File: src/hdl/sorted_keyed_record_table_top_macros.svh
// Assertion macros for the record table
`ifndef SORTED_KEYED_RECORD_TABLE_TOP_MACROS_SVH
`define SORTED_KEYED_RECORD_TABLE_TOP_MACROS_SVH

`ifndef NO_ASSERTIONS
`define SKRT_ASSERT_SAME(label, ante, cons) \
    label: assert property (@(posedge i_clk) disable iff (!i_rst_n) (ante) |-> (cons)) \
        else $error("record table check failed");
`define SKRT_ASSERT_NEXT(label, ante, cons) \
    label: assert property (@(posedge i_clk) disable iff (!i_rst_n) (ante) |=> (cons)) \
        else $error("record table check failed");
`else
`define SKRT_ASSERT_SAME(label, ante, cons)
`define SKRT_ASSERT_NEXT(label, ante, cons)
`endif

`endif

File: src/hdl/skrt_pkg.sv
`default_nettype none

package skrt_pkg;

    localparam int CAPACITY = 16;
    localparam int ADDR_W   = $clog2(CAPACITY);
    localparam int CNT_W    = $clog2(CAPACITY + 1);

    localparam logic [1:0] MODE_INSERT = 2'd0;
    localparam logic [1:0] MODE_DELETE = 2'd1;
    localparam logic [1:0] MODE_DUMP   = 2'd2;

    localparam logic [2:0] STAT_INSERTED = 3'd0;
    localparam logic [2:0] STAT_DELETED  = 3'd1;
    localparam logic [2:0] STAT_NOTFOUND = 3'd2;
    localparam logic [2:0] STAT_FULL     = 3'd3;
    localparam logic [2:0] STAT_ENTRY    = 3'd4;
    localparam logic [2:0] STAT_EMPTY    = 3'd5;

    // key in the lowest bits, name_high on top
    typedef struct packed {
        logic [31:0] name_high;
        logic [63:0] name_mid;
        logic [63:0] name_low;
        logic [7:0]  age;
        logic [15:0] key;
    } t_rec;

    localparam int REC_W = $bits(t_rec);

endpackage

`default_nettype wire

File: src/hdl/sorted_keyed_record_table_top.sv
// Sorted record table: up to CAPACITY records (key, age, 20-byte name) in ascending key order.
// Slave channel: one request per item, tuser = mode (insert, delete, dump),
// tdata = key, age and name. Master channel: result items, tuser = status,
// tlast marks the final result of a request.
// A single record RAM and one key comparator are stepped by a small sequencer;
// each step reads one entry (ST_RD) and compares/moves it (ST_CMP).
// Insert: a full table gives STAT_FULL with no scan; otherwise the scan covers every
// record with a key not below the new key and the first record below it, if any.
// Delete: scans every record held, or gives STAT_NOTFOUND with no scan if the table is empty.
// Dump: one result per record in key order; the scan waits while the receiver stalls.
// A new request is taken only when the previous one has finished; its result
// may still sit in the output register meanwhile.
// Reset empties the table; RAM contents are not cleared and need no pass.
// When the receiver stalls, the result is held in the output register and
// the sequencer waits before producing the next result.
`default_nettype none

module sorted_keyed_record_table_top (
    input  wire logic         i_clk,
    input  wire logic         i_rst_n,
    input  wire logic         i_s_tvalid,
    output logic              o_s_tready,
    // key[15:0], age[23:16], name_low[87:24], name_mid[151:88], name_high[183:152]
    input  wire logic [183:0] i_s_tdata,
    // mode[1:0]
    input  wire logic [1:0]   i_s_tuser,
    output logic              o_m_tvalid,
    input  wire logic         i_m_tready,
    // out_key[15:0], out_age[23:16], out_name_low[87:24], out_name_mid[151:88],
    // out_name_high[183:152], entry_count[188:184], zero pad[191:189]
    output logic [191:0]      o_m_tdata,
    // status[2:0]
    output logic [2:0]        o_m_tuser,
    output logic              o_m_tlast
);

    `include "sorted_keyed_record_table_top_macros.svh"

    localparam int AW = skrt_pkg::ADDR_W;
    localparam int CW = skrt_pkg::CNT_W;

    localparam logic [2:0] ST_IDLE  = 3'd0;
    localparam logic [2:0] ST_RD    = 3'd1;
    localparam logic [2:0] ST_CMP   = 3'd2;
    localparam logic [2:0] ST_WRNEW = 3'd3;
    localparam logic [2:0] ST_EMIT  = 3'd4;

    logic [2:0]        r_state,  n_state;
    logic [1:0]        r_mode,   n_mode;
    skrt_pkg::t_rec    r_rec,    n_rec;
    logic [CW-1:0]     r_idx,    n_idx;
    logic [AW-1:0]     r_pos,    n_pos;
    logic              r_found,  n_found;
    logic [CW-1:0]     r_count,  n_count;
    logic [2:0]        r_status, n_status;

    logic              r_ovalid,  n_ovalid;
    logic [2:0]        r_ostatus, n_ostatus;
    skrt_pkg::t_rec    r_orec,    n_orec;
    logic [CW-1:0]     r_ocount,  n_ocount;
    logic              r_olast,   n_olast;

    logic                     ram_we;
    logic [AW-1:0]            ram_waddr;
    skrt_pkg::t_rec           ram_wdata;
    logic [skrt_pkg::REC_W-1:0] ram_rdata;
    skrt_pkg::t_rec           rd_rec;

    logic              out_free;
    logic              found_now;
    logic              at_end;
    logic              in_acc;
    logic              full_insert;
    logic              dump_step;

    skrt_ram #(
        .WIDTH (skrt_pkg::REC_W),
        .DEPTH (skrt_pkg::CAPACITY)
    ) u_ram (
        .i_clk   (i_clk),
        .i_we    (ram_we),
        .i_waddr (ram_waddr),
        .i_wdata (ram_wdata),
        .i_raddr (r_idx[AW-1:0]),
        .o_rdata (ram_rdata)
    );

    assign rd_rec    = skrt_pkg::t_rec'(ram_rdata);
    assign out_free  = !r_ovalid || i_m_tready;
    assign found_now = r_found || (rd_rec.key == r_rec.key);
    assign at_end    = (r_idx == r_count - CW'(1));
    assign in_acc    = i_s_tvalid && o_s_tready;
    assign full_insert = in_acc && (i_s_tuser == skrt_pkg::MODE_INSERT)
                         && (r_count == CW'(skrt_pkg::CAPACITY));
    assign dump_step   = (r_state == ST_CMP) && (r_mode == skrt_pkg::MODE_DUMP);

    always_comb begin
        n_state   = r_state;
        n_mode    = r_mode;
        n_rec     = r_rec;
        n_idx     = r_idx;
        n_pos     = r_pos;
        n_found   = r_found;
        n_count   = r_count;
        n_status  = r_status;
        n_ovalid  = r_ovalid;
        n_ostatus = r_ostatus;
        n_orec    = r_orec;
        n_ocount  = r_ocount;
        n_olast   = r_olast;
        ram_we    = 1'b0;
        ram_waddr = r_pos;
        ram_wdata = rd_rec;

        if (r_ovalid && i_m_tready) begin
            n_ovalid = 1'b0;
        end

        unique case (r_state)
            ST_IDLE: begin
                if (i_s_tvalid) begin
                    n_mode  = i_s_tuser;
                    n_rec   = skrt_pkg::t_rec'(i_s_tdata);
                    n_found = 1'b0;
                    n_idx   = '0;
                    unique case (i_s_tuser)
                        skrt_pkg::MODE_INSERT: begin
                            if (r_count >= CW'(skrt_pkg::CAPACITY)) begin
                                n_status = skrt_pkg::STAT_FULL;
                                n_state  = ST_EMIT;
                            end else if (r_count == '0) begin
                                n_pos   = '0;
                                n_state = ST_WRNEW;
                            end else begin
                                n_idx   = r_count - CW'(1);
                                n_state = ST_RD;
                            end
                        end
                        skrt_pkg::MODE_DELETE: begin
                            if (r_count == '0) begin
                                n_status = skrt_pkg::STAT_NOTFOUND;
                                n_state  = ST_EMIT;
                            end else begin
                                n_state = ST_RD;
                            end
                        end
                        skrt_pkg::MODE_DUMP: begin
                            if (r_count == '0) begin
                                n_status = skrt_pkg::STAT_EMPTY;
                                n_state  = ST_EMIT;
                            end else begin
                                n_state = ST_RD;
                            end
                        end
                        default: begin
                            n_state = ST_IDLE;
                        end
                    endcase
                end
            end
            ST_RD: begin
                n_state = ST_CMP;
            end
            ST_CMP: begin
                unique case (r_mode)
                    skrt_pkg::MODE_INSERT: begin
                        if (rd_rec.key >= r_rec.key) begin
                            ram_we    = 1'b1;
                            ram_waddr = AW'(r_idx + CW'(1));
                            if (r_idx == '0) begin
                                n_pos   = '0;
                                n_state = ST_WRNEW;
                            end else begin
                                n_idx   = r_idx - CW'(1);
                                n_state = ST_RD;
                            end
                        end else begin
                            n_pos   = AW'(r_idx + CW'(1));
                            n_state = ST_WRNEW;
                        end
                    end
                    skrt_pkg::MODE_DELETE: begin
                        // entries after the match close the gap
                        if (r_found) begin
                            ram_we    = 1'b1;
                            ram_waddr = AW'(r_idx - CW'(1));
                        end
                        n_found = found_now;
                        if (at_end) begin
                            if (found_now) begin
                                n_count  = r_count - CW'(1);
                                n_status = skrt_pkg::STAT_DELETED;
                            end else begin
                                n_status = skrt_pkg::STAT_NOTFOUND;
                            end
                            n_state = ST_EMIT;
                        end else begin
                            n_idx   = r_idx + CW'(1);
                            n_state = ST_RD;
                        end
                    end
                    default: begin
                        if (out_free) begin
                            n_ovalid  = 1'b1;
                            n_ostatus = skrt_pkg::STAT_ENTRY;
                            n_orec    = rd_rec;
                            n_ocount  = r_count;
                            n_olast   = at_end;
                            if (at_end) begin
                                n_state = ST_IDLE;
                            end else begin
                                n_idx   = r_idx + CW'(1);
                                n_state = ST_RD;
                            end
                        end
                    end
                endcase
            end
            ST_WRNEW: begin
                ram_we    = 1'b1;
                ram_waddr = r_pos;
                ram_wdata = r_rec;
                n_count   = r_count + CW'(1);
                n_status  = skrt_pkg::STAT_INSERTED;
                n_state   = ST_EMIT;
            end
            ST_EMIT: begin
                if (out_free) begin
                    n_ovalid  = 1'b1;
                    n_ostatus = r_status;
                    n_orec    = '0;
                    n_ocount  = r_count;
                    n_olast   = 1'b1;
                    n_state   = ST_IDLE;
                end
            end
            default: begin
                n_state = ST_IDLE;
            end
        endcase
    end

    always_ff @(posedge i_clk) begin
        if (!i_rst_n) begin
            r_state  <= ST_IDLE;
            r_count  <= '0;
            r_ovalid <= 1'b0;
            r_found  <= 1'b0;
        end else begin
            r_state  <= n_state;
            r_count  <= n_count;
            r_ovalid <= n_ovalid;
            r_found  <= n_found;
        end
        r_mode    <= n_mode;
        r_rec     <= n_rec;
        r_idx     <= n_idx;
        r_pos     <= n_pos;
        r_status  <= n_status;
        r_ostatus <= n_ostatus;
        r_orec    <= n_orec;
        r_ocount  <= n_ocount;
        r_olast   <= n_olast;
    end

    assign o_s_tready = (r_state == ST_IDLE);
    assign o_m_tvalid = r_ovalid;
    assign o_m_tuser  = r_ostatus;
    assign o_m_tlast  = r_olast;
    assign o_m_tdata  = {3'b000, r_ocount, r_orec};

    `SKRT_ASSERT_SAME(a_count_range, 1'b1, r_count <= CW'(skrt_pkg::CAPACITY))
    `SKRT_ASSERT_SAME(a_no_write_idle, r_state == ST_IDLE, !ram_we)
    `SKRT_ASSERT_NEXT(a_full_keeps, full_insert, r_count == $past(r_count))
    `SKRT_ASSERT_NEXT(a_dump_keeps, dump_step, $stable(r_count))

endmodule

`default_nettype wire

File: src/hdl/skrt_ram.sv
`default_nettype none

module skrt_ram #(
    parameter int WIDTH = 8,
    parameter int DEPTH = 16
) (
    input  wire logic                     i_clk,
    input  wire logic                     i_we,
    input  wire logic [$clog2(DEPTH)-1:0] i_waddr,
    input  wire logic [WIDTH-1:0]         i_wdata,
    input  wire logic [$clog2(DEPTH)-1:0] i_raddr,
    output logic      [WIDTH-1:0]         o_rdata
);

    logic [WIDTH-1:0] r_mem [DEPTH];

    always_ff @(posedge i_clk) begin
        if (i_we) begin
            r_mem[i_waddr] <= i_wdata;
        end
        o_rdata <= r_mem[i_raddr];
    end

endmodule

`default_nettype wire

File: config.mk
export PLATFORM = sky130hd
export DESIGN_NAME = sorted_keyed_record_table_top
export DESIGN_NICKNAME = d
export VERILOG_FILES = /design/src/hdl/skrt_pkg.sv /design/src/hdl/sorted_keyed_record_table_top.sv /design/src/hdl/skrt_ram.sv
export VERILOG_INCLUDE_DIRS = /design/src /design/src/hdl
export SDC_FILE = /design/constraint.sdc
export NUM_CORES = 2
export LEC_CHECK = 0
export BUFFER_PORTS_ARGS = -buffer_cell sky130_fd_sc_hd__buf_2
export CORE_MARGIN = 1.5
export CORE_UTILIZATION = 29
export CTS_CLUSTER_DIAMETER = 100
export DETAILED_ROUTE_END_ITERATION = 16
export GPL_ROUTABILITY_DRIVEN = 0
export MAX_ROUTING_LAYER = met4
export PLACE_DENSITY = 0.56
export SLEW_MARGIN = 10
export SYNTH_ARGS = -nofsm -noshare
export SYNTH_HDL_FRONTEND = slang
export SYNTH_SLANG_ARGS = --single-unit
File: constraint.sdc
create_clock -name i_clk -period 22.2 [get_ports i_clk]
set_input_delay 1.11 -clock i_clk [delete_from_list [all_inputs] [get_ports i_clk]]
set_output_delay 1.11 -clock i_clk [all_outputs]
set_load 0.02 [all_outputs]
==> impl_metrics.toml <==
[clock_tree]
hold_buffers = 0
h-tree-depth = 5
clockBufferDepth = 4
cts-buffers-inserted = 371
cts_root_buffer = "clkbuf_16"
ctsResizeCount = 0
worstSkewPairLatency_ns = 0.98
cts_tree = "built"
postCtsSetupRepairBufs = 0
path_clk_slew_ns = 0.06
cts_sinks = 3529

[timing]
setup_viol = 0
skew_ns = 0.0683
worst_slew_pin_slew_ns = 1.15
hold_viol_final = 0
fmax_mhz = 148
period_needed_ns = 6.78
rsz0062_at_grt = "false"
fin_setup_tns_ns = 0
maxSlewHeadroom = 0.235
slew_violations = 0
finalCritPeriodShare = 0.305

[worst_setup_path]
cp_max_fo = 61
setup.worst_path.class = "register to register"
cp.arrival_ns = 7.36
cpPeakStageDelay_ns = 1.09
cp-start-kind = "register"
cp.required_ns = 22.78
critical_path.slowest_cell = "edfxtp_1"
path_common_cell = "buf_4"
endpoint_kind = "register"
path_cells = "buf_4, inv_1, ha_1, nor3_1, a21oi_1, nand4_1, nand4_1, nor3b_2, buf_4, buf_4, buf_4, buf_4"

[power]
p_per_area_mw_per_mm2 = 103
p_seq_frac = 0.508
combinationalPowerShare = 0.096
leakagePower_uw = 0.0483
p_clk_frac = 0.396
max-vdd-ir-drop_v = 0.0000625
total_power_uw = 15700
p_int_uw = 12000
swShare = 0.236
power_switching_uw = 3700

[floorplan]
die_w_um = 675
initial_core_util = 0.291
rows = 246
die_area_mm2 = 0.455
fp.dieH_um = 675
ios = 388
core_area_mm2 = 0.449

[cells_and_area]
final_core_util = 0.340
final_cell_mix = "3335 x edfxtp_1, 920 x mux4_2, 541 x nand2_1"
drive_gt1_frac = 0.306
area_delta_synth_final_pct = 16.8
layout_commonest_cell = "edfxtp_1"
nNetsFinal = 6565

[logic_synthesis]
synth_edf_count = 3335
synth_cells = 5731
ys_seq_elements = 3529
synth_ff_type = "edfxtp_1"
synth_cell_types = 62
ys_seq_area_frac = 0.795
post_synth.cell_area_avg_um2 = 22.8
synthArstFlopShare = 0
ys.warnings.count = 0
synth_area_mm2 = 0.131

[drt]
routedWlPerCell_um = 25.9
postRouteAntennaNets = 0
via_count = 59500
route.detailed.drc = 0
firstDrtPassIters = 5
routed_wirelength_um = 327000
drt_iter0_drc = 5287
viasPerCell = 4.72

[global_routing]
grt.total_usage = 0.145
grt_pass1_wl_um = 468000
gr-total-overflow = 0
grt_max_degree = 149
grt_pass1_vias = 63600
antenna_found_initial = 14

[flow_run]
cap_violations = 0

[worst_hold_path]
hp-class = "input pin to register"

[placement]
dp_hpwl_um = 173000
port-buffer-count = 384

[outcome]
status = "completed"
## final timing paths
check / end / start / slack [ns] / cells past startpoint
setup / recovery: u_ram.r_mem[15][133]$_DFFE_PP_ / r_idx[1]$_DFFE_PP_ / 15.42 / 12
hold / removal: r_rec[76]$_DFFE_PP_ / i_s_tdata[76] / 0.30 / 1
setup reg to reg: u_ram.r_mem[15][133]$_DFFE_PP_ / r_idx[1]$_DFFE_PP_ / 15.42 / 12
hold reg to reg: o_m_tuser[2]$_SDFFCE_PN1P_ / r_status[2]$_DFFE_PP_ / 0.51 / 1
## synth_stat cells (all sizes together), types with 4 or more instances
master	instances	share of area
nand2	543	0.016
clkbuf	181	0.0052
dfxtp	194	0.030
a21oi	17	0.00068
and2	188	0.0090
xnor2	12	0.00080
mux4	920	0.16
o22ai	7	0.00033
nand4	10	0.00048
ha	26	0.0025
edfxtp	3335	0.77
nand3	9	0.00034
inv	30	0.00086
o21ai	32	0.0012
or2	5	0.00026
nor2b	9	0.00043
nor2	24	0.00069
nor3	19	0.00073
nand2b	4	0.00019
xor2	5	0.00033
buf	101	0.0032
nor3b	9	0.00052
nor4	4	0.00019
## cell type report
| cell class | count | area [um^2] |
|---|---|---|
| flip-flops and latches | 3529 | 104000 |
| clock inverters | 199 | 2060 |
| clock buffers | 494 | 10200 |
| diodes | 3 | 7.51 |
| well taps | 5952 | 7450 |
| inverters | 30 | 120 |
| fillers | 41300 | 296000 |
| multi-input cells | 1892 | 25800 |
| repair buffers | 525 | 3230 |
## flip-flops by register name, summed over array words and instances (netlist names)
name and count:
o_m_tlast 1, r_ocount 5, r_idx 5, r_pos 4, r_state 3, u_ram.o_rdata 184
r_status 3, o_m_tuser 3, o_m_tdata 184, r_mode 2, r_count 5, r_rec 184
r_found 1, o_m_tvalid 1, u_ram.r_mem 2944
## critical path: cells and delay by family (launching register included)
kind / cells / cell delay [ns]
compound gates: 1 / 0.08
buf+inv: 6 / 3.42
flops: 1 / 1.09
simple gates: 4 / 1.22
fa+ha+maj: 1 / 0.39
## through the flow
step | worst slack, ns | hold slack [ns] | instance area (um^2) | cells
floorplan | 1.31 | 0.406 | 131000 | 5733
global placement | 15.44 | 0.513 | 141000 | 11900
detailed placement | 15.37 | 0.499 | 141000 | 11900
CTS | 15.31 | 0.218 | 153000 | 12600
global route | 15.01 | 0.244 | 153000 | 12600
finish | 15.42 | 0.305 | 153000 | 12600
## kinds of logic after synthesis
group,synth area share
AND/OR/NAND/NOR,0.0293
flip-flops,0.795
adder cells (fa/ha/maj),0.00249
buffers and inverters,0.00923
XOR/XNOR,0.00131
multiplexers,0.159
AO/OA/AOI/OAI,0.00424
other,0.0000287
## metal layers
| metal | global-route usage | vias to the layer above | part of all wire |
|---|---|---|---|
| li1 | - | 25000 | - |
| met1 | 0.180 | 32500 | 0.41 |
| met2 | 0.249 | 1613 | 0.52 |
| met3 | 0.0176 | 482 | 0.044 |
| met4 | 0.0395 | 0 | 0.026 |
| met5 | - | - | 0 |
## power groups by stage
stage	registers [uW]	clock network (uW)	logic (uW)
2_1_floorplan	8080	0	1010
3_3_place_gp	8140	0	1500
3_5_place_dp	8140	0	1540
4_1_cts	8000	6390	1550
5_1_grt	8000	6620	1650
6_report	7990	6230	1510
No activity file was read; power rests on OpenSTA's default activity.
